==> config.mk <==
export PLATFORM = sky130hd
export DESIGN_NAME = gtp_prep
export DESIGN_NICKNAME = d
export VERILOG_FILES = /design/src/rtl/core/gtp_pkg.sv /design/src/rtl/core/gtp_prep.sv
export SDC_FILE = /design/constraint.sdc
export NUM_CORES = 2
export LEC_CHECK = 0
export ABC_AREA = 1
export ABC_CLOCK_PERIOD_IN_PS = 6500
export BUFFER_PORTS_ARGS = -buffer_cell sky130_fd_sc_hd__buf_2
export CAP_MARGIN = 40
export CORE_MARGIN = 10
export CORE_UTILIZATION = 35
export DETAILED_ROUTE_END_ITERATION = 10
export GPL_TIMING_DRIVEN = 0
export PLACE_DENSITY_LB_ADDON = 0.12
export SLEW_MARGIN = 30
export SYNTH_ARGS = -nofsm -noshare
export SYNTH_HDL_FRONTEND = slang
export SYNTH_SLANG_ARGS = --single-unit
==> constraint.sdc <==
create_clock -name clk -period 6.5 [get_ports clk]
set_input_delay 0.65 -clock clk [delete_from_list [all_inputs] [get_ports clk]]
set_output_delay 0.65 -clock clk [all_outputs]
set_load 0.02 [all_outputs]
==> src/rtl/core/gtp_pkg.sv <==
// Shared types, widths and constants for the go-to-point steering block.
// No dependencies; imported by every module of the block.
`default_nettype none

package gtp_pkg;

	// field widths
	localparam int POS_W   = 16;  // Q5.10 positions
	localparam int ANG_W   = 15;  // Q2.12 heading
	localparam int SPD_W   = 15;  // Q5.10 speed
	localparam int TOL_W   = 15;  // Q5.10 arrival radius
	localparam int HTOL_W  = 14;  // Q2.12 heading tolerance
	localparam int RATE_W  = 16;  // Q5.10 turn rate
	localparam int MODE_W  = 2;

	// configuration port
	localparam int CFG_IDX_W  = 3;
	localparam int CFG_DATA_W = 16;

	typedef enum logic [CFG_IDX_W-1:0] {
		REG_TARGET_X  = 3'd0,
		REG_TARGET_Y  = 3'd1,
		REG_CRUISE    = 3'd2,
		REG_DIST_TOL  = 3'd3,
		REG_HEAD_TOL  = 3'd4
	} cfg_reg_t;

	typedef enum logic [MODE_W-1:0] {
		MODE_ARRIVED = 2'd0,
		MODE_TURN    = 2'd1,
		MODE_DRIVE   = 2'd2
	} mode_t;

	// CORDIC
	localparam int CORDIC_STAGES = 16;
	localparam int ATAN_IDX_W    = 5;   // stage index width for the atan table
	localparam int DIFF_W        = POS_W + 1;
	localparam int PRESHIFT      = 12;
	localparam int CX_W          = 32;
	localparam int CZ_W          = 20;
	localparam logic signed [CZ_W-1:0] HALF_PI_Z = CZ_W'(102944);

	// arrival test
	localparam int SQ_W  = 2 * DIFF_W;
	localparam int DSQ_W = SQ_W + 1;
	localparam int TSQ_W = 2 * TOL_W;

	// heading error, Q16 radians
	localparam int ERR_W   = 21;
	localparam int ERR_SH  = 4;     // Q16 -> Q12
	localparam logic signed [ERR_W-1:0] PI_Q16     = ERR_W'(205887);
	localparam logic signed [ERR_W-1:0] TWO_PI_Q16 = ERR_W'(411775);
	localparam logic signed [ERR_W-1:0] ERR_RND    = ERR_W'(8);

	// turn rate
	localparam int E12_W     = 16;
	localparam int TURN_GAIN = 10;
	localparam int RP_W      = 22;
	localparam int RATE_SH   = 2;   // gain / 4
	localparam logic signed [RP_W-1:0] RATE_RND   = RP_W'(2);
	localparam logic signed [RP_W-1:0] RATE_LIMIT = RP_W'(32170);

	typedef struct packed {
		logic signed [CX_W-1:0]  x;
		logic signed [CX_W-1:0]  y;
		logic signed [CZ_W-1:0]  z;
		logic signed [ANG_W-1:0] theta;
		logic                    arrived;
		logic                    zero_vec;
	} cell_word_t;

	// atan(2^-i) in Q16, rounded; zero beyond i = 16
	function automatic logic signed [CZ_W-1:0] atan_q16(input logic [ATAN_IDX_W-1:0] i);
		logic signed [CZ_W-1:0] a;
		case (i)
			5'd0:    a = CZ_W'(51472);
			5'd1:    a = CZ_W'(30386);
			5'd2:    a = CZ_W'(16055);
			5'd3:    a = CZ_W'(8150);
			5'd4:    a = CZ_W'(4091);
			5'd5:    a = CZ_W'(2047);
			5'd6:    a = CZ_W'(1024);
			5'd7:    a = CZ_W'(512);
			5'd8:    a = CZ_W'(256);
			5'd9:    a = CZ_W'(128);
			5'd10:   a = CZ_W'(64);
			5'd11:   a = CZ_W'(32);
			5'd12:   a = CZ_W'(16);
			5'd13:   a = CZ_W'(8);
			5'd14:   a = CZ_W'(4);
			5'd15:   a = CZ_W'(2);
			5'd16:   a = CZ_W'(1);
			default: a = '0;
		endcase
		return a;
	endfunction

endpackage

`default_nettype wire

==> src/rtl/core/gtp_prep.sv <==
// Front end: offset to target, squared range test and CORDIC pre-rotation.
// Three register stages. Depends on gtp_pkg.
`default_nettype none

module gtp_prep import gtp_pkg::*; (
	input  wire logic                    clk,
	input  wire logic                    arst_n,
	input  wire logic                    adv,
	input  wire logic                    in_valid,
	input  wire logic signed [POS_W-1:0] pose_x,
	input  wire logic signed [POS_W-1:0] pose_y,
	input  wire logic signed [ANG_W-1:0] pose_theta,
	input  wire logic signed [POS_W-1:0] goal_x,
	input  wire logic signed [POS_W-1:0] goal_y,
	input  wire logic [TOL_W-1:0]        arrive_radius,
	output logic                         out_valid,
	output cell_word_t                   out_word
);

	logic signed [DIFF_W-1:0] dx_c, dy_c;
	logic signed [DIFF_W-1:0] dx_s1, dy_s1;
	logic signed [ANG_W-1:0]  th_s1;
	logic                     v_s1;

	logic signed [SQ_W-1:0]   dxe, dye;
	logic signed [CX_W-1:0]   xe, ye;
	cell_word_t               rot_c;

	logic [SQ_W-1:0]          dxsq_s2, dysq_s2;
	logic [TSQ_W-1:0]         tolsq_s2;
	cell_word_t               word_s2;
	logic                     v_s2;

	cell_word_t               word_c;
	cell_word_t               word_s3;
	logic                     v_s3;

	assign dx_c = DIFF_W'(goal_x) - DIFF_W'(pose_x);
	assign dy_c = DIFF_W'(goal_y) - DIFF_W'(pose_y);

	assign dxe = SQ_W'(dx_s1);
	assign dye = SQ_W'(dy_s1);
	assign xe  = CX_W'(dx_s1) <<< PRESHIFT;
	assign ye  = CX_W'(dy_s1) <<< PRESHIFT;

	// left half plane: quarter turn first so the rotations converge
	always_comb begin
		rot_c          = '0;
		rot_c.x        = xe;
		rot_c.y        = ye;
		rot_c.z        = '0;
		rot_c.theta    = th_s1;
		rot_c.arrived  = 1'b0;
		rot_c.zero_vec = (dx_s1 == '0) && (dy_s1 == '0);
		if (xe[CX_W-1]) begin
			if (!ye[CX_W-1]) begin
				rot_c.x = ye;
				rot_c.y = -xe;
				rot_c.z = HALF_PI_Z;
			end else begin
				rot_c.x = -ye;
				rot_c.y = xe;
				rot_c.z = -HALF_PI_Z;
			end
		end
	end

	always_comb begin
		word_c         = word_s2;
		word_c.arrived = (DSQ_W'(dxsq_s2) + DSQ_W'(dysq_s2)) < DSQ_W'(tolsq_s2);
	end

	always_ff @(posedge clk or negedge arst_n) begin
		if (!arst_n) begin
			v_s1 <= 1'b0;
			v_s2 <= 1'b0;
			v_s3 <= 1'b0;
		end else if (adv) begin
			v_s1 <= in_valid;
			v_s2 <= v_s1;
			v_s3 <= v_s2;
		end
	end

	always_ff @(posedge clk) begin
		if (adv) begin
			dx_s1    <= dx_c;
			dy_s1    <= dy_c;
			th_s1    <= pose_theta;
			dxsq_s2  <= SQ_W'(dxe * dxe);
			dysq_s2  <= SQ_W'(dye * dye);
			tolsq_s2 <= TSQ_W'(arrive_radius) * TSQ_W'(arrive_radius);
			word_s2  <= rot_c;
			word_s3  <= word_c;
		end
	end

	assign out_valid = v_s3;
	assign out_word  = word_s3;

endmodule

`default_nettype wire

# Yosys cells after proc, flatten, opt, wreduce, memory -nomap -nowiden
# Cells that the tools add are included.
[totals] output_inout_bits=102 register_bits=351
[op_classes] bitwise=1 magnitude_cmp=1 reduce_logical=5 muxes=2 mul=3 n_addsub=5
[ops] operator="two-way mux 80 bit" count=2
[ops] operator="multiplier 17 x 17 -> 34 bit" count=2
[ops] operator="negation 29 -> 32 bit" count=2
[ops] operator="adder 34 x 34 -> 35 bit" count=1
[ops] operator="< comparator 35 x 30 -> 1 bit" count=1
[ops] operator="logical NOT 17 bit" count=2
[ops] operator="subtractor 16 x 16 -> 17 bit" count=2
[ops] operator="multiplier 15 x 15 -> 30 bit" count=1
[ops] operator="AND reduction 2 bit" count=1
[ops] operator="OR reduction 2 bit" count=1
[ops] operator="logical AND 1 bit" count=1
[ops] operator="inverter 1 bit" count=1

# Longest topological paths before layout
[depth] depth_word=3 mapped_depth=28 depth_no_buf=26

# Worst setup path before layout
# No wires, ideal clock.
[synth_path] path_kind="reg-to-reg" from="register dx_s1[16]" to="register dxsq_s2[32] (data pin)" path_stages_with_launch=25 n_path_buf=3 setup_slack_ps=509 required_ps=6248 synth_period_minus_slack_ps=5991 arrival_time_ps=5739 setup_ps=252 cell_sequence="edfxtp_1 -> buf_2 -> clkbuf_1 -> clkbuf_1 -> nand2_1 -> inv_1 -> fa_1 -> fa_1 -> inv_1 -> fa_1 -> inv_1 -> fa_1 -> fa_1 -> inv_1 -> fa_1 -> inv_1 -> ha_1 -> nand2_1 -> inv_1 -> nand3_1 -> nor2_1 -> a221oi_1 -> nand2_1 -> nand2_1 -> nand2_1"
[synth_via] elab_chain_cells=1
[synth_rtl] item="from (decl)" line_no="gtp_prep.sv:21" source="logic signed [DIFF_W-1:0] dx_s1, dy_s1;"
[synth_rtl] item="from (signal assigned)" line_no="gtp_prep.sv:87" source="dx_s1 <= dx_c;"
[synth_rtl] item="multiplier 17 x 17 -> 34 bit" line_no="gtp_prep.sv:90" source="dxsq_s2 <= SQ_W'(dxe * dxe);"
[synth_rtl] item="to (signal assigned)" line_no="gtp_prep.sv:90"
[synth_rtl] item="to (decl)" line_no="gtp_prep.sv:29" source="logic [SQ_W-1:0] dxsq_s2, dysq_s2;"
# Every way passes these cells.
# A chain may end at the register's enable or synchronous reset.

# Final worst setup path
[layout_path] from="register dy_s1[8]" to="register dysq_s2[32] (data pin)"
[layout_via] elab_chain_cells=1
[layout_rtl] item="from (decl)" line_no="gtp_prep.sv:21"
[layout_rtl] item="from (signal assigned)" line_no="gtp_prep.sv:88" source="dy_s1 <= dy_c;"
[layout_rtl] item="multiplier 17 x 17 -> 34 bit" line_no="gtp_prep.sv:91" source="dysq_s2 <= SQ_W'(dye * dye);"
[layout_rtl] item="to (signal assigned)" line_no="gtp_prep.sv:91"
[layout_rtl] item="to (decl)" line_no="gtp_prep.sv:29"
# Every way passes these cells.

==> results.json <==
{
  "yosysSeqAreaShare_pct": 19.8,
  "start_kind": "flop",
  "die_w_um": 359,
  "nets": 5795,
  "worstRegToRegCells": 18,
  "post-route-period-util_pct": 96.1,
  "yosysWarnings": 0,
  "rsz0062_at_grt": "no",
  "drc": 0,
  "synthTopCellsByArea": "fa_1 34%, edfxtp_1 20%, inv_1 12%",
  "skew_ns": 0.0206,
  "setup_viol": 0,
  "worstPathRequired_ns": 6.79,
  "cp_slowest_stage_delay_ns": 0.72,
  "grt.overflow.total": 0,
  "worstMarginPinSlew_ns": 0.727,
  "synthCells": 4400,
  "slowest_stage": "edfxtp_1",
  "wire_per_inst_um": 17.3,
  "synth_area_per_cell_um2": 9.16,
  "clock-sinks": 266,
  "grt_pass1_wl_um": 171000,
  "die_h_um": 359,
  "cp_data_arrival_time_ns": 6.54,
  "cts_root_buf": "clkbuf_16",
  "final.min_clock_period_ns": 6.25,
  "coreArea_mm2": 0.114,
  "crit_chain": "buf_2, nand2_1, fa_1, inv_1, fa_1, fa_1, fa_1, fa_1, inv_1, fa_1, inv_1, ha_1, a21oi_1, o21ai_0, a211oi_1, nand3_2, a21oi_1, xor2_1",
  "drive_gt1_share_pct": 10.3,
  "cts_made_buffers": 34,
  "antenna_left": 0,
  "dr.pass1.iters": 5,
  "htreeDepth": 2,
  "synth.distinct_cells": 64,
  "place_area_mm2": 0.0433,
  "synth_common_cells": "1235 x inv_1, 755 x nand2_1, 675 x fa_1",
  "maxCapViolCount": 0,
  "synth_most_common_cell": "inv_1",
  "outcome": "finished clean",
  "die_area_mm2": 0.129,
  "place_hpwl_um": 92500,
  "synthArstFlopShare_pct": 1.13,
  "antenna_found_initial": 1,
  "cp_max_fo": 10,
  "r2r-start": "dy_s1[8]$_DFFE_PP_",
  "hold_path_end": "th_s1[14]$_DFFE_PP_",
  "hp-class": "input pin to flop",
  "clk_latency_ns": 0.57,
  "multi_input_area_mm2": 0.0270,
  "hold_viol": 0,
  "vias": 28000,
  "crit_family": "adder cells",
  "drtIter0Drc": 1468,
  "hp-start": "pose_theta[14]",
  "drv_slew": 0,
  "route.final.wire_length_um": 107000,
  "cp_num_buf_inv": 4,
  "regArea_mm2": 0.00797,
  "critPathMostFrequentCell": "fa_1",
  "ys_ff_latch": 266,
  "start_util_pct": 35.2,
  "syn_to_final_growth_pct": 11.0,
  "r2r_setup_slack_ns": 0.25,
  "viasPerCell": 4.52,
  "synth_top_area_share_pct": 33.5,
  "clkTransAtPathRegs_ns": 0.06,
  "gp_congestion": 0.872,
  "yosysTopAreaCell": "fa_1",
  "path_class": "flop to flop",
  "reg2reg_to": "dysq_s2[32]$_DFFE_PP_",
  "final_area_mm2": 0.0447,
  "clockBufferDepth": 3,
  "cts_tree": "yes",
  "io_buffers": 169,
  "hold_path_depth": 1,
  "grt_pass1_vias": 30100,
  "grt_use_total_pct": 16.6,
  "ys.flop_type": "edfxtp_1",
  "fmax_ghz": 0.160,
  "synth.cell_area_mm2": 0.0403,
  "ioPinCount": 200,
  "grt_start_max_net_pins": 88,
  "synth_edf_count": 263,
  "rows": 124,
  "setup.worst_path.end_class": "flop",
  "n_fill_cell": 11800,
  "max_slew_margin_pct": 51.5
}
flip-flops by register name (all words and copies together) (netlist names):
signal and count:
out_word 60, word_c 59, dxsq_s2 33, dysq_s2 33, tolsq_s2 29, dx_s1 17
dy_s1 17, th_s1 15, out_valid 1, v_s1 1, v_s2 1
worst max-delay path by stage:
stage	depth (start not counted)	slack, ns	startpoint	endpoint
after floorplan	24	0.51	dx_s1[16]$_DFFE_PP_	dxsq_s2[32]$_DFFE_PP_
after global placement	21	-0.86	dy_s1[16]$_DFFE_PP_	dysq_s2[29]$_DFFE_PP_
after detailed placement	21	-0.94	dy_s1[16]$_DFFE_PP_	dysq_s2[29]$_DFFE_PP_
after CTS	22	0.01	dx_s1[13]$_DFFE_PP_	dxsq_s2[32]$_DFFE_PP_
after global routing	21	0.0009	dx_s1[16]$_DFFE_PP_	dxsq_s2[32]$_DFFE_PP_
final	18	0.25	dy_s1[8]$_DFFE_PP_	dysq_s2[32]$_DFFE_PP_
layout make-up:
class,instances,share of cell area (%)
plain buffers,135,1.93
clock buffers,39,1.94
multi-input cells,2771,60.5
inverters,1249,10.5
repair buffers,195,2.53
diodes,2,0.0112
well taps,1512,4.23
clock inverters,22,0.562
flip-flops and latches,266,17.8
placed cells by master (no fill, tap or decap), types with 14 or more instances in the layout:
master	count
a21oi_2	14
nand2_2	17
conb_1	32
xor2_1	129
fa_1	666
nand2_1	755
ha_1	368
o21ai_0	85
edfxtp_1	263
nand4_1	18
inv_2	15
a21o_1	23
clkbuf_4	21
clkbuf_2	15
nor2_1	170
buf_4	65
nand3_1	65
clkbuf_1	30
a21oi_1	156
clkbuf_16	34
inv_1	1232
o21ai_1	21
buf_2	188
nor3_1	19
xnor2_1	67
o21bai_1	16
per-stage QoR:
stage / std cells / utilization, % / hold WS [ns] / TNS, ns / setup WS [ns]
floorplan: 4431 / - / 0.354 / 0 / 0.509
global placement: 6112 / 37.7 / 0.401 / -21.42 / -0.864
detailed placement: 6117 / 37.8 / 0.405 / -19.02 / -0.943
CTS: 6180 / 38.9 / 0.218 / 0 / 0.0102
global route: 6189 / 39.1 / 0.239 / 0 / 0.000926
finish: 6191 / 39.1 / 0.265 / 0 / 0.250
logic make-up (layout without fill, tap and decap cells):
kind of cell | Yosys count | count (layout) | synth area share [%]
flops | 266 | 266 | 19.8
fa+ha+maj | 1045 | 1045 | 45.0
buf+inv | 1394 | 1640 | 13.5
xor+xnor | 196 | 196 | 4.26
other cells | 1 | 34 | 0.00931
mux | 2 | 2 | 0.0559
compound gates | 403 | 403 | 6.10
simple gates | 1093 | 1093 | 11.2
routing by layer:
metal	share of wire, %	GRT usage, %	wire (um)	up-vias
met1	48	23.2	50900	13700
met5	0	0	0	-
li1	-	-	-	13700
met4	2.2	3.58	2330	0
met2	47	27.6	50000	494
met3	3.5	1.94	3760	105
repair_timing:
item | CTS | global route
hold endpoints to repair | 3 | 0
pin swaps | 1 | 2
setup buffers | 6 | 14
setup endpoints to repair | 38 | 29
gates resized for setup | 54 | 79
hold buffers | 1 | 0
Power is not shown: default switching activity piles up to over one toggle a cycle in this logic, so the estimate is an artifact.
