File: config.mk
export PLATFORM = sky130hd
export DESIGN_NAME = gtp_cell
export DESIGN_NICKNAME = d
export VERILOG_FILES = /design/src/rtl/core/gtp_pkg.sv /design/src/rtl/core/gtp_cell.sv
export SDC_FILE = /design/constraint.sdc
export NUM_CORES = 1
export LEC_CHECK = 0
export BUFFER_PORTS_ARGS = -buffer_cell sky130_fd_sc_hd__buf_2
export CAP_MARGIN = 15
export CELL_PAD_IN_SITES_DETAIL_PLACEMENT = 1
export CELL_PAD_IN_SITES_GLOBAL_PLACEMENT = 1
export CORE_MARGIN = 2
export CORE_UTILIZATION = 45
export DETAILED_ROUTE_END_ITERATION = 7
export PLACE_DENSITY = 0.84
export SETUP_SLACK_MARGIN = 0.1
export SYNTH_ARGS = -nofsm -noshare
export SYNTH_HDL_FRONTEND = slang
export SYNTH_SLANG_ARGS = --single-unit
File: constraint.sdc
create_clock -name clk -period 1.8 [get_ports clk]
set_input_delay 0.09 -clock clk [delete_from_list [all_inputs] [get_ports clk]]
set_output_delay 0.09 -clock clk [all_outputs]
set_load 0.02 [all_outputs]
File: src/rtl/core/gtp_pkg.sv
// Shared types, widths and constants for the go-to-point steering block.
// No dependencies; imported by every module of the block.
`default_nettype none

package gtp_pkg;

	// field widths
	localparam int POS_W   = 16;  // Q5.10 positions
	localparam int ANG_W   = 15;  // Q2.12 heading
	localparam int SPD_W   = 15;  // Q5.10 speed
	localparam int TOL_W   = 15;  // Q5.10 arrival radius
	localparam int HTOL_W  = 14;  // Q2.12 heading tolerance
	localparam int RATE_W  = 16;  // Q5.10 turn rate
	localparam int MODE_W  = 2;

	// configuration port
	localparam int CFG_IDX_W  = 3;
	localparam int CFG_DATA_W = 16;

	typedef enum logic [CFG_IDX_W-1:0] {
		REG_TARGET_X  = 3'd0,
		REG_TARGET_Y  = 3'd1,
		REG_CRUISE    = 3'd2,
		REG_DIST_TOL  = 3'd3,
		REG_HEAD_TOL  = 3'd4
	} cfg_reg_t;

	typedef enum logic [MODE_W-1:0] {
		MODE_ARRIVED = 2'd0,
		MODE_TURN    = 2'd1,
		MODE_DRIVE   = 2'd2
	} mode_t;

	// CORDIC
	localparam int CORDIC_STAGES = 16;
	localparam int ATAN_IDX_W    = 5;   // stage index width for the atan table
	localparam int DIFF_W        = POS_W + 1;
	localparam int PRESHIFT      = 12;
	localparam int CX_W          = 32;
	localparam int CZ_W          = 20;
	localparam logic signed [CZ_W-1:0] HALF_PI_Z = CZ_W'(102944);

	// arrival test
	localparam int SQ_W  = 2 * DIFF_W;
	localparam int DSQ_W = SQ_W + 1;
	localparam int TSQ_W = 2 * TOL_W;

	// heading error, Q16 radians
	localparam int ERR_W   = 21;
	localparam int ERR_SH  = 4;     // Q16 -> Q12
	localparam logic signed [ERR_W-1:0] PI_Q16     = ERR_W'(205887);
	localparam logic signed [ERR_W-1:0] TWO_PI_Q16 = ERR_W'(411775);
	localparam logic signed [ERR_W-1:0] ERR_RND    = ERR_W'(8);

	// turn rate
	localparam int E12_W     = 16;
	localparam int TURN_GAIN = 10;
	localparam int RP_W      = 22;
	localparam int RATE_SH   = 2;   // gain / 4
	localparam logic signed [RP_W-1:0] RATE_RND   = RP_W'(2);
	localparam logic signed [RP_W-1:0] RATE_LIMIT = RP_W'(32170);

	typedef struct packed {
		logic signed [CX_W-1:0]  x;
		logic signed [CX_W-1:0]  y;
		logic signed [CZ_W-1:0]  z;
		logic signed [ANG_W-1:0] theta;
		logic                    arrived;
		logic                    zero_vec;
	} cell_word_t;

	// atan(2^-i) in Q16, rounded; zero beyond i = 16
	function automatic logic signed [CZ_W-1:0] atan_q16(input logic [ATAN_IDX_W-1:0] i);
		logic signed [CZ_W-1:0] a;
		case (i)
			5'd0:    a = CZ_W'(51472);
			5'd1:    a = CZ_W'(30386);
			5'd2:    a = CZ_W'(16055);
			5'd3:    a = CZ_W'(8150);
			5'd4:    a = CZ_W'(4091);
			5'd5:    a = CZ_W'(2047);
			5'd6:    a = CZ_W'(1024);
			5'd7:    a = CZ_W'(512);
			5'd8:    a = CZ_W'(256);
			5'd9:    a = CZ_W'(128);
			5'd10:   a = CZ_W'(64);
			5'd11:   a = CZ_W'(32);
			5'd12:   a = CZ_W'(16);
			5'd13:   a = CZ_W'(8);
			5'd14:   a = CZ_W'(4);
			5'd15:   a = CZ_W'(2);
			5'd16:   a = CZ_W'(1);
			default: a = '0;
		endcase
		return a;
	endfunction

endpackage

`default_nettype wire

File: src/rtl/core/gtp_cell.sv
// One CORDIC vectoring cell: a single micro-rotation, registered.
// Depends on gtp_pkg (word type, atan table).
`default_nettype none

module gtp_cell import gtp_pkg::*; (
	input  wire logic                  clk,
	input  wire logic                  arst_n,
	input  wire logic                  adv,
	input  wire logic [ATAN_IDX_W-1:0] stage_idx,
	input  wire logic                  in_valid,
	input  wire cell_word_t            in_word,
	output logic                       out_valid,
	output cell_word_t                 out_word
);

	logic signed [CX_W-1:0] xs, ys;
	logic signed [CZ_W-1:0] at;
	cell_word_t             nxt;
	cell_word_t             word_s1;
	logic                   valid_s1;

	assign xs = in_word.x >>> stage_idx;
	assign ys = in_word.y >>> stage_idx;
	assign at = atan_q16(stage_idx);

	// drive y towards zero, accumulating the angle turned through
	always_comb begin
		nxt = in_word;
		if (!in_word.y[CX_W-1]) begin
			nxt.x = in_word.x + ys;
			nxt.y = in_word.y - xs;
			nxt.z = in_word.z + at;
		end else begin
			nxt.x = in_word.x - ys;
			nxt.y = in_word.y + xs;
			nxt.z = in_word.z - at;
		end
	end

	always_ff @(posedge clk or negedge arst_n) begin
		if (!arst_n) begin
			valid_s1 <= 1'b0;
		end else if (adv) begin
			valid_s1 <= in_valid;
		end
	end

	always_ff @(posedge clk) begin
		if (adv) begin
			word_s1 <= nxt;
		end
	end

	assign out_valid = valid_s1;
	assign out_word  = word_s1;

endmodule

`default_nettype wire

==> impl_metrics.toml, run 1 <==
[outcome]
status = "aborted with a tool error"
stop_stage = "clock tree synthesis (4_1_cts)"
first-error = "[ERROR DPL-0033] detailed placement checks failed during check placement."

[synthesis]
synth_warnings = 0
number_of_enable_type_register_cells_in_the_synthesized_netlist = 101
number_of_distinct_library_cell_variants_in_the_gate_level_netlist_after_synthesis = 102
mean_syn_cell_area_um2 = 9.167
synth.yosys.seq_area_share_pct = 23.00
ys_ff_latch = 102
synth_cells = 1450
async_reset_ff_share_pct = 0.9804
syn_area_mm2 = 0.01329
ys_dominant_reg_cell = "sky130_fd_sc_hd__edfxtp_1"
synth_nets = 1661

[floorplanning]
initial_utilization_pct = 46.06
die_width_um = 175.9
ioPinCount = 212
rows = 62
die_h_um = 175.9

[clock_network]
clock_sinks = 102
cts_resized = 321
root_cell_of_the_clock_tree = "sky130_fd_sc_hd__clkbuf_16"
postCtsSetupBuffers = 92
cts-htree-levels = 3
post_cts_hold_buffer_count = 19
numCtsBuffers = 9
maximum_number_of_buffers_from_clock_root_to_sink = 2

[place]
dpl_worst_slack_ns = -3.993
dp.cells = 2551
io_buffer_count = 211
dpl.hpwl_um = 59460
placer_congestion = 1.176
-- synthesized netlist by cell type, drive strengths merged, types with 7 or more instances --
library cell	number	area share [%]
a21oi	135	5.1
nor2	114	3.2
edfxtp	101	23
ha	98	9.2
xnor2	95	6.3
nand2	88	2.5
o21ai	77	2.9
mux2i	52	3.9
mux4	51	8.6
mux2	49	4.2
buf	46	2.2
xor2	40	2.6
clkbuf	38	1.1
nor3	36	1.6
nand3	33	1.2
inv	31	0.88
a21o	29	1.6
a31oi	27	1.3
o211ai	24	1.4
o21a	24	1.4
o22ai	23	1.1
nand2b	18	0.85
nor2b	16	0.75
and2	15	0.72
and3	15	0.74
a211oi	14	0.79
nand4	10	0.52
o21bai	10	0.56
a22oi	8	0.45
nor4	8	0.65
or3	8	0.41
or2	7	0.33
-- cells by family after synthesis --
family	Yosys count	synth area share (%)
compound gates	449	21.89
simple gates	395	15.58
mux	152	16.71
xor+xnor	135	8.895
buf+inv	116	4.245
flops	102	23.00
fa+ha+maj	101	9.676
-- per-stage QoR --
step | area (um2) | setup TNS (ns) | utilization (%)
2_1_floorplan | 13740 | -161.12 | -
3_3_place_gp | 19310 | -201.92 | 66.91
3_5_place_dp | 19310 | -236.12 | 66.91
==> run 2: changes to the inputs <==
==> config.mk (replaced) <==
export PLATFORM = sky130hd
export DESIGN_NAME = gtp_cell
export DESIGN_NICKNAME = d
export VERILOG_FILES = /design/src/rtl/core/gtp_pkg.sv /design/src/rtl/core/gtp_cell.sv
export SDC_FILE = /design/constraint.sdc
export NUM_CORES = 1
export LEC_CHECK = 0
export BUFFER_PORTS_ARGS = -buffer_cell sky130_fd_sc_hd__buf_2
export CAP_MARGIN = 15
export CORE_MARGIN = 2
export CORE_UTILIZATION = 30
export DETAILED_ROUTE_END_ITERATION = 7
export PLACE_DENSITY_LB_ADDON = 0.15
export SYNTH_ARGS = -nofsm -noshare
export SYNTH_HDL_FRONTEND = slang
export SYNTH_SLANG_ARGS = --single-unit
==> impl_metrics.toml, run 2 <==
[outcome]
status = "complete, but fails checks"
violations = "negative setup slack"

[finish]
flip_flop_count_of_the_largest_register_after_layout = 101
layout_cell_area_excl_fill_mm2 = 0.02310
diodes = 0
final_nets = 2562
commonest_non_fill_non_tap_cell_in_the_layout = "sky130_fd_sc_hd__buf_4"
final_layout_size_suffix_gt1_share_pct = 57.85
final_cell_mix = "sky130_fd_sc_hd__buf_4 (683), sky130_fd_sc_hd__buf_2 (206), sky130_fd_sc_hd__edfxtp_1 (101)"
syn2layout_area_growth_pct = 73.75

[sta]
setup_ws_ns = -2.790
grt_setup_unrepaired = "true"
post-route-min-period_ns = 4.590
timing.final.hold_violations = 0
fin_crit_share_pct = 255.0
slew_violations = 0
fin_setup_tns_ns = -156.02
tightestPinTransition_ns = 0.7132
setup_viol_count_final = 82
fmax_ghz = 0.2179
slew_headroom_pct = 52.17
finalClockSkew_ns = 0

[worst_setup_path]
path_class = "primary input to flip-flop"
critPathLaunchType = "primary input"
crit_path_max_fanout = 8
critPathArrivalTime_ns = 4.75
critPathRequiredTime_ns = 1.96
crit_end_element = "flip-flop"

[global_routing]
global_route.overflow_total = 0
gr-usage-all-layers_pct = 26.31
grt_pass1_vias = 15370
global_route_wire_length_before_repair_um = 92270
grt_max_degree = 45
grt_antenna_before_repair = 1

[synthesis]
synth_warnings = 0
mean_syn_cell_area_um2 = 9.167
synth_top_area_share_pct = 22.82
number_of_distinct_library_cell_variants_in_the_gate_level_netlist_after_synthesis = 102
synth_top_cell_by_area = "sky130_fd_sc_hd__edfxtp_1"
yosys-top-cells-area = "sky130_fd_sc_hd__edfxtp_1 (23%), sky130_fd_sc_hd__ha_1 (9.2%), sky130_fd_sc_hd__mux4_2 (8.6%)"
ys_dominant_reg_cell = "sky130_fd_sc_hd__edfxtp_1"
yosys.cell_count.top_type = "sky130_fd_sc_hd__a21oi_1"
async_reset_ff_share_pct = 0.9804
synth.yosys.seq_area_share_pct = 23.00
syn_area_mm2 = 0.01329
synth_top_cells_by_count = "sky130_fd_sc_hd__a21oi_1 (134), sky130_fd_sc_hd__nor2_1 (113), sky130_fd_sc_hd__edfxtp_1 (101)"
number_of_enable_type_register_cells_in_the_synthesized_netlist = 101
ys_ff_latch = 102
synth_nets = 1661
synth_cells = 1450

[clock_network]
clock_sinks = 102
maximum_number_of_buffers_from_clock_root_to_sink = 2
cts.reportedPaths.clkPinSlew_ns = 0.08
root_cell_of_the_clock_tree = "sky130_fd_sc_hd__clkbuf_16"
numCtsBuffers = 9
cts-htree-levels = 3
worst_skew_pair_latency_ns = 0.39
tritoncts = "built"

[power]
p_leak_nw = 10.24
cellPowerDensity_mw_per_mm2 = 711.7
vdd_drop_max_mv = 0.4230

[place]
io_buffer_count = 211
dpl_cell_area_mm2 = 0.01991
placer_congestion = 0.9696
dpl.hpwl_um = 49110

[routing]
detail_route.vias_per_cell = 5.239
total_vias_in_the_final_route = 15440
drt_drc_violations_left = 0
final_antenna_net_count = 0
totalWireLength_um = 62360
detail_route.iter0.violations = 914
wl_per_cell_um = 21.15
drt_pre_antenna_iters = 5

[floorplanning]
rows = 77
die_h_um = 214.5
die_area_mm2 = 0.04601
coreArea_mm2 = 0.04393
die_width_um = 214.5
ioPinCount = 212
initial_utilization_pct = 30.26

[hold_path]
min-delay-path-class = "primary input to flip-flop"

[flow_run]
drv_cap = 0
[run 2: cell counts after synthesis]
No cell type changed its count.
[run 2: layer usage]
layer / vias to the layer above / wire, um / track usage, %
met3: 112 / 2870 / 3.674
li1: 7385 / - / -
met4: 2 / 2629 / 11.30
met2: 437 / 29840 / 44.68
met1: 7508 / 27010 / 33.38
met5: - / 13 / 0
[run 2: worst paths after layout]
path                              startpoint           end  slack [ns]  cells past startpoint
worst max-delay path            stage_idx[0]  out_word[66]       -2.79                     25
worst min-delay path                     adv  out_word[65]        0.08                      1
worst max register to register     out_valid     out_valid        1.06                      1
min in group asynchronous             arst_n     out_valid        0.51                      3
max in group asynchronous             arst_n     out_valid        1.19                      3
worst min register to register     out_valid     out_valid        0.51                      1
[run 2: layout make-up]
class                      instances  area [um2]
sequential                       102        3058
timing repair buffer             974        7473
tap                              592       740.7
multi-input combinational       1232       11400
clock buffer                       9       225.2
fill                            4125       20840
clock inverter                     7       56.30
inverter                          32       143.9
[run 2: per-stage QoR]
stage | instances | hold WS (ns) | total power, mW | worst slack, ns | utilization [%]
floorplan | 1450 | -0.2056 | 8.623 | -2.872 | -
global placement | 2803 | -0.1327 | 12.74 | -3.554 | 45.32
detailed placement | 2803 | -0.1288 | 12.78 | -3.667 | 45.32
CTS | 2900 | 0.05981 | 15.83 | -2.760 | 49.86
global route | 2948 | 0.08857 | 17.42 | -2.961 | 52.57
finish | 2948 | 0.08483 | 16.44 | -2.790 | 52.57
[run 2: what timing repair did]
action                     CTS  global route
hold endpoints to repair    19             0
cloned                       6             4
gates resized for setup    198           149
pin swaps                   65            74
setup endpoints to repair   83            83
hold buffers                20             0
setup buffers               55            46
[run 2: kinds of logic (layout without fill, tap and decap cells)]
| group | after synthesis | in the layout | share of synthesized area, % |
|---|---|---|---|
| compound gates | 449 | 449 | 21.89 |
| simple gates | 395 | 395 | 15.58 |
| mux | 152 | 152 | 16.71 |
| xor+xnor | 135 | 135 | 8.895 |
| buf+inv | 116 | 1022 | 4.245 |
| flops | 102 | 102 | 23.00 |
| fa+ha+maj | 101 | 101 | 9.676 |
[run 2: where the power goes]
group	switching, mW	internal (mW)
Combinational	5.45	5.41
Sequential	0.124	3.39
Clock	1.09	0.956
Total	6.67	9.76
[run 2: critical path, stage by stage]
cell	delay, ns
sky130_fd_sc_hd__buf_16	0.14
sky130_fd_sc_hd__buf_12	0.14
sky130_fd_sc_hd__buf_16	0.14
sky130_fd_sc_hd__mux4_2	0.35
sky130_fd_sc_hd__nor2_2	0.04
sky130_fd_sc_hd__a221o_1	0.32
sky130_fd_sc_hd__mux4_2	0.55
sky130_fd_sc_hd__buf_6	0.15
sky130_fd_sc_hd__ha_4	0.15
sky130_fd_sc_hd__buf_4	0.13
sky130_fd_sc_hd__and3_4	0.14
sky130_fd_sc_hd__nor2_2	0.09
sky130_fd_sc_hd__xnor2_1	0.08
sky130_fd_sc_hd__ha_1	0.33
sky130_fd_sc_hd__buf_4	0.15
sky130_fd_sc_hd__nand2_2	0.07
sky130_fd_sc_hd__o31a_1	0.31
sky130_fd_sc_hd__a2bb2oi_4	0.20
sky130_fd_sc_hd__a311o_1	0.33
sky130_fd_sc_hd__nand3_1	0.12
sky130_fd_sc_hd__o211ai_1	0.12
sky130_fd_sc_hd__o21ba_2	0.24
sky130_fd_sc_hd__o21bai_1	0.13
sky130_fd_sc_hd__a21oi_1	0.09
sky130_fd_sc_hd__xnor2_1	0.12
(Power assumes the default switching activity.)
==> run 3: changes to the inputs <==
--- a/config.mk
+++ b/config.mk
@@ -10,6 +10,7 @@
 export CORE_MARGIN = 2
 export CORE_UTILIZATION = 30
 export DETAILED_ROUTE_END_ITERATION = 7
+export MAX_ROUTING_LAYER = met4
 export PLACE_DENSITY_LB_ADDON = 0.15
 export SYNTH_ARGS = -nofsm -noshare
 export SYNTH_HDL_FRONTEND = slang
==> impl_metrics.toml, run 3 (same netlist as run 2, synthesis figures left out) <==
[outcome]
status = "complete, but fails checks"
violations = "negative setup slack"

[hold_path]
min-delay-path-class = "primary input to flip-flop"

[finish]
final_cell_mix = "sky130_fd_sc_hd__buf_4 (680), sky130_fd_sc_hd__buf_2 (206), sky130_fd_sc_hd__edfxtp_1 (101)"
final_layout_size_suffix_gt1_share_pct = 59.62
flip_flop_count_of_the_largest_register_after_layout = 101
final_nets = 2618
syn2layout_area_growth_pct = 80.48
diodes = 0
filler_cell_count_in_the_final_layout = 4099
commonest_non_fill_non_tap_cell_in_the_layout = "sky130_fd_sc_hd__buf_4"

[clock_network]
tritoncts = "built"
cts.reportedPaths.clkPinSlew_ns = 0.10
maximum_number_of_buffers_from_clock_root_to_sink = 2
clock_sinks = 102
cts-htree-levels = 3
root_cell_of_the_clock_tree = "sky130_fd_sc_hd__clkbuf_16"
worst_skew_pair_latency_ns = 0.40
numCtsBuffers = 9

[worst_setup_path]
path_class = "primary input to flip-flop"
critPathRequiredTime_ns = 1.98
crit_path_max_fanout = 8
crit_end_element = "flip-flop"
critPathArrivalTime_ns = 4.81
critPathLaunchType = "primary input"

[routing]
wl_per_cell_um = 21.60
detail_route.vias_per_cell = 5.214
drt_pre_antenna_iters = 7
detail_route.iter0.violations = 918
totalWireLength_um = 64880
total_vias_in_the_final_route = 15660
final_antenna_net_count = 0
drt_drc_violations_left = 0

[global_routing]
grt_antenna_before_repair = 0
global_route.overflow_total = 0
gr-usage-all-layers_pct = 28.60
global_route_wire_length_before_repair_um = 97090
grt_pass1_vias = 15860
grt_max_degree = 45

[place]
dpl.hpwl_um = 49770
io_buffer_count = 211
placer_congestion = 0.9459

[power]
p_leak_nw = 10.64
cellPowerDensity_mw_per_mm2 = 723.5
vdd_drop_max_mv = 0.5073
design_power_total_mw = 17.36

[sta]
tightestPinTransition_ns = 0.6601
timing.final.hold_violations = 0
post-route-min-period_ns = 4.628
slew_headroom_pct = 55.73
grt_setup_unrepaired = "true"
setup_viol_count_final = 83
whs_ns = 0.08748
setup_ws_ns = -2.828
fmax_ghz = 0.2161
fin_crit_share_pct = 257.1
slew_violations = 0
finalClockSkew_ns = 0

[floorplanning]
die_width_um = 214.5
die_area_mm2 = 0.04601
rows = 77
coreArea_mm2 = 0.04393
ioPinCount = 212
initial_utilization_pct = 30.26
die_h_um = 214.5

[flow_run]
drv_cap = 0
## run 3: cell count changes in the layout (fill, tap and decap cells not counted), moves of 6 or more
cell and delta:
sky130_fd_sc_hd__buf_6 +56, sky130_fd_sc_hd__xnor2_2 +6, sky130_fd_sc_hd__nor2_4 +6, sky130_fd_sc_hd__xnor2_1 -6, sky130_fd_sc_hd__mux2_4 -8, sky130_fd_sc_hd__nor2_2 -6, sky130_fd_sc_hd__a21oi_4 +7, sky130_fd_sc_hd__mux2_2 +8
## run 3: per-stage QoR
| stage | utilization [%] | setup WS (ns) | std cells | TNS [ns] | area [um2] |
|---|---|---|---|---|---|
| after CTS | 52.71 | -2.775 | 2973 | -152.26 | 23160 |
| after detailed placement | 45.63 | -3.856 | 2824 | -225.46 | 20040 |
| after floorplan | - | -2.872 | 1450 | -161.12 | 13740 |
| after global placement | 45.63 | -3.807 | 2824 | -220.68 | 20040 |
| final | 54.61 | -2.828 | 3004 | -159.52 | 23990 |
| after global routing | 54.61 | -3.010 | 3004 | -171.20 | 23990 |
## run 3: area by class of cell
| cell class | instances | area [um2] | area share, % |
|---|---|---|---|
| Multi-Input combinational cell | 1232 | 11660 | 48.60 |
| Clock buffer | 9 | 225.2 | 0.9388 |
| Inverter | 32 | 127.6 | 0.5320 |
| Clock inverter | 7 | 87.58 | 0.3651 |
| Timing Repair Buffer | 1030 | 8092 | 33.73 |
| Tap cell | 592 | 740.7 | 3.088 |
| Sequential cell | 102 | 3058 | 12.75 |
## run 3: metal layers
layer	wire [um]	global-route usage, %
met4	1837	8.796
met5	0	-
met1	28430	36.30
met3	2358	2.908
met2	32250	48.06
## run 3: timing repair
item,CTS,global route
gates cloned,8,1
setup buffers,122,42
hold endpoints to repair,19,0
gates resized for setup,323,127
pin swaps,144,125
setup endpoints to repair,83,83
hold buffers,20,0
## run 3: final timing paths
path	from	endpoint	slack, ns	cells past startpoint
max	stage_idx[0]	out_word[100]	-2.83	22
min	adv	out_word[65]	0.09	1
max reg2reg	out_valid	out_valid	1.06	1
min reg2reg	out_valid	out_valid	0.51	1
max in group asynchronous	arst_n	out_valid	1.18	3
min in group asynchronous	arst_n	out_valid	0.52	3
## run 3: power by group
| part | switching [mW] | internal [mW] |
|---|---|---|
| combinational | 5.72 | 5.85 |
| clock | 1.16 | 1.11 |
| sequential | 0.126 | 3.39 |
| total | 7.00 | 10.4 |
## run 3: critical path, stage by stage
cell	delay, ns
sky130_fd_sc_hd__buf_16	0.12
sky130_fd_sc_hd__buf_6	0.11
sky130_fd_sc_hd__buf_6	0.09
sky130_fd_sc_hd__mux4_2	0.51
sky130_fd_sc_hd__mux2_4	0.33
sky130_fd_sc_hd__o211ai_2	0.19
sky130_fd_sc_hd__nand3_2	0.12
sky130_fd_sc_hd__or2_4	0.27
sky130_fd_sc_hd__or3_4	0.39
sky130_fd_sc_hd__buf_6	0.13
sky130_fd_sc_hd__nor3_4	0.29
sky130_fd_sc_hd__xnor2_1	0.16
sky130_fd_sc_hd__o22ai_1	0.11
sky130_fd_sc_hd__ha_1	0.33
sky130_fd_sc_hd__a211o_1	0.31
sky130_fd_sc_hd__or3_4	0.36
sky130_fd_sc_hd__o21ai_4	0.18
sky130_fd_sc_hd__o31a_1	0.22
sky130_fd_sc_hd__o41ai_4	0.09
sky130_fd_sc_hd__a21o_1	0.20
sky130_fd_sc_hd__a21oi_2	0.12
sky130_fd_sc_hd__xnor2_1	0.07
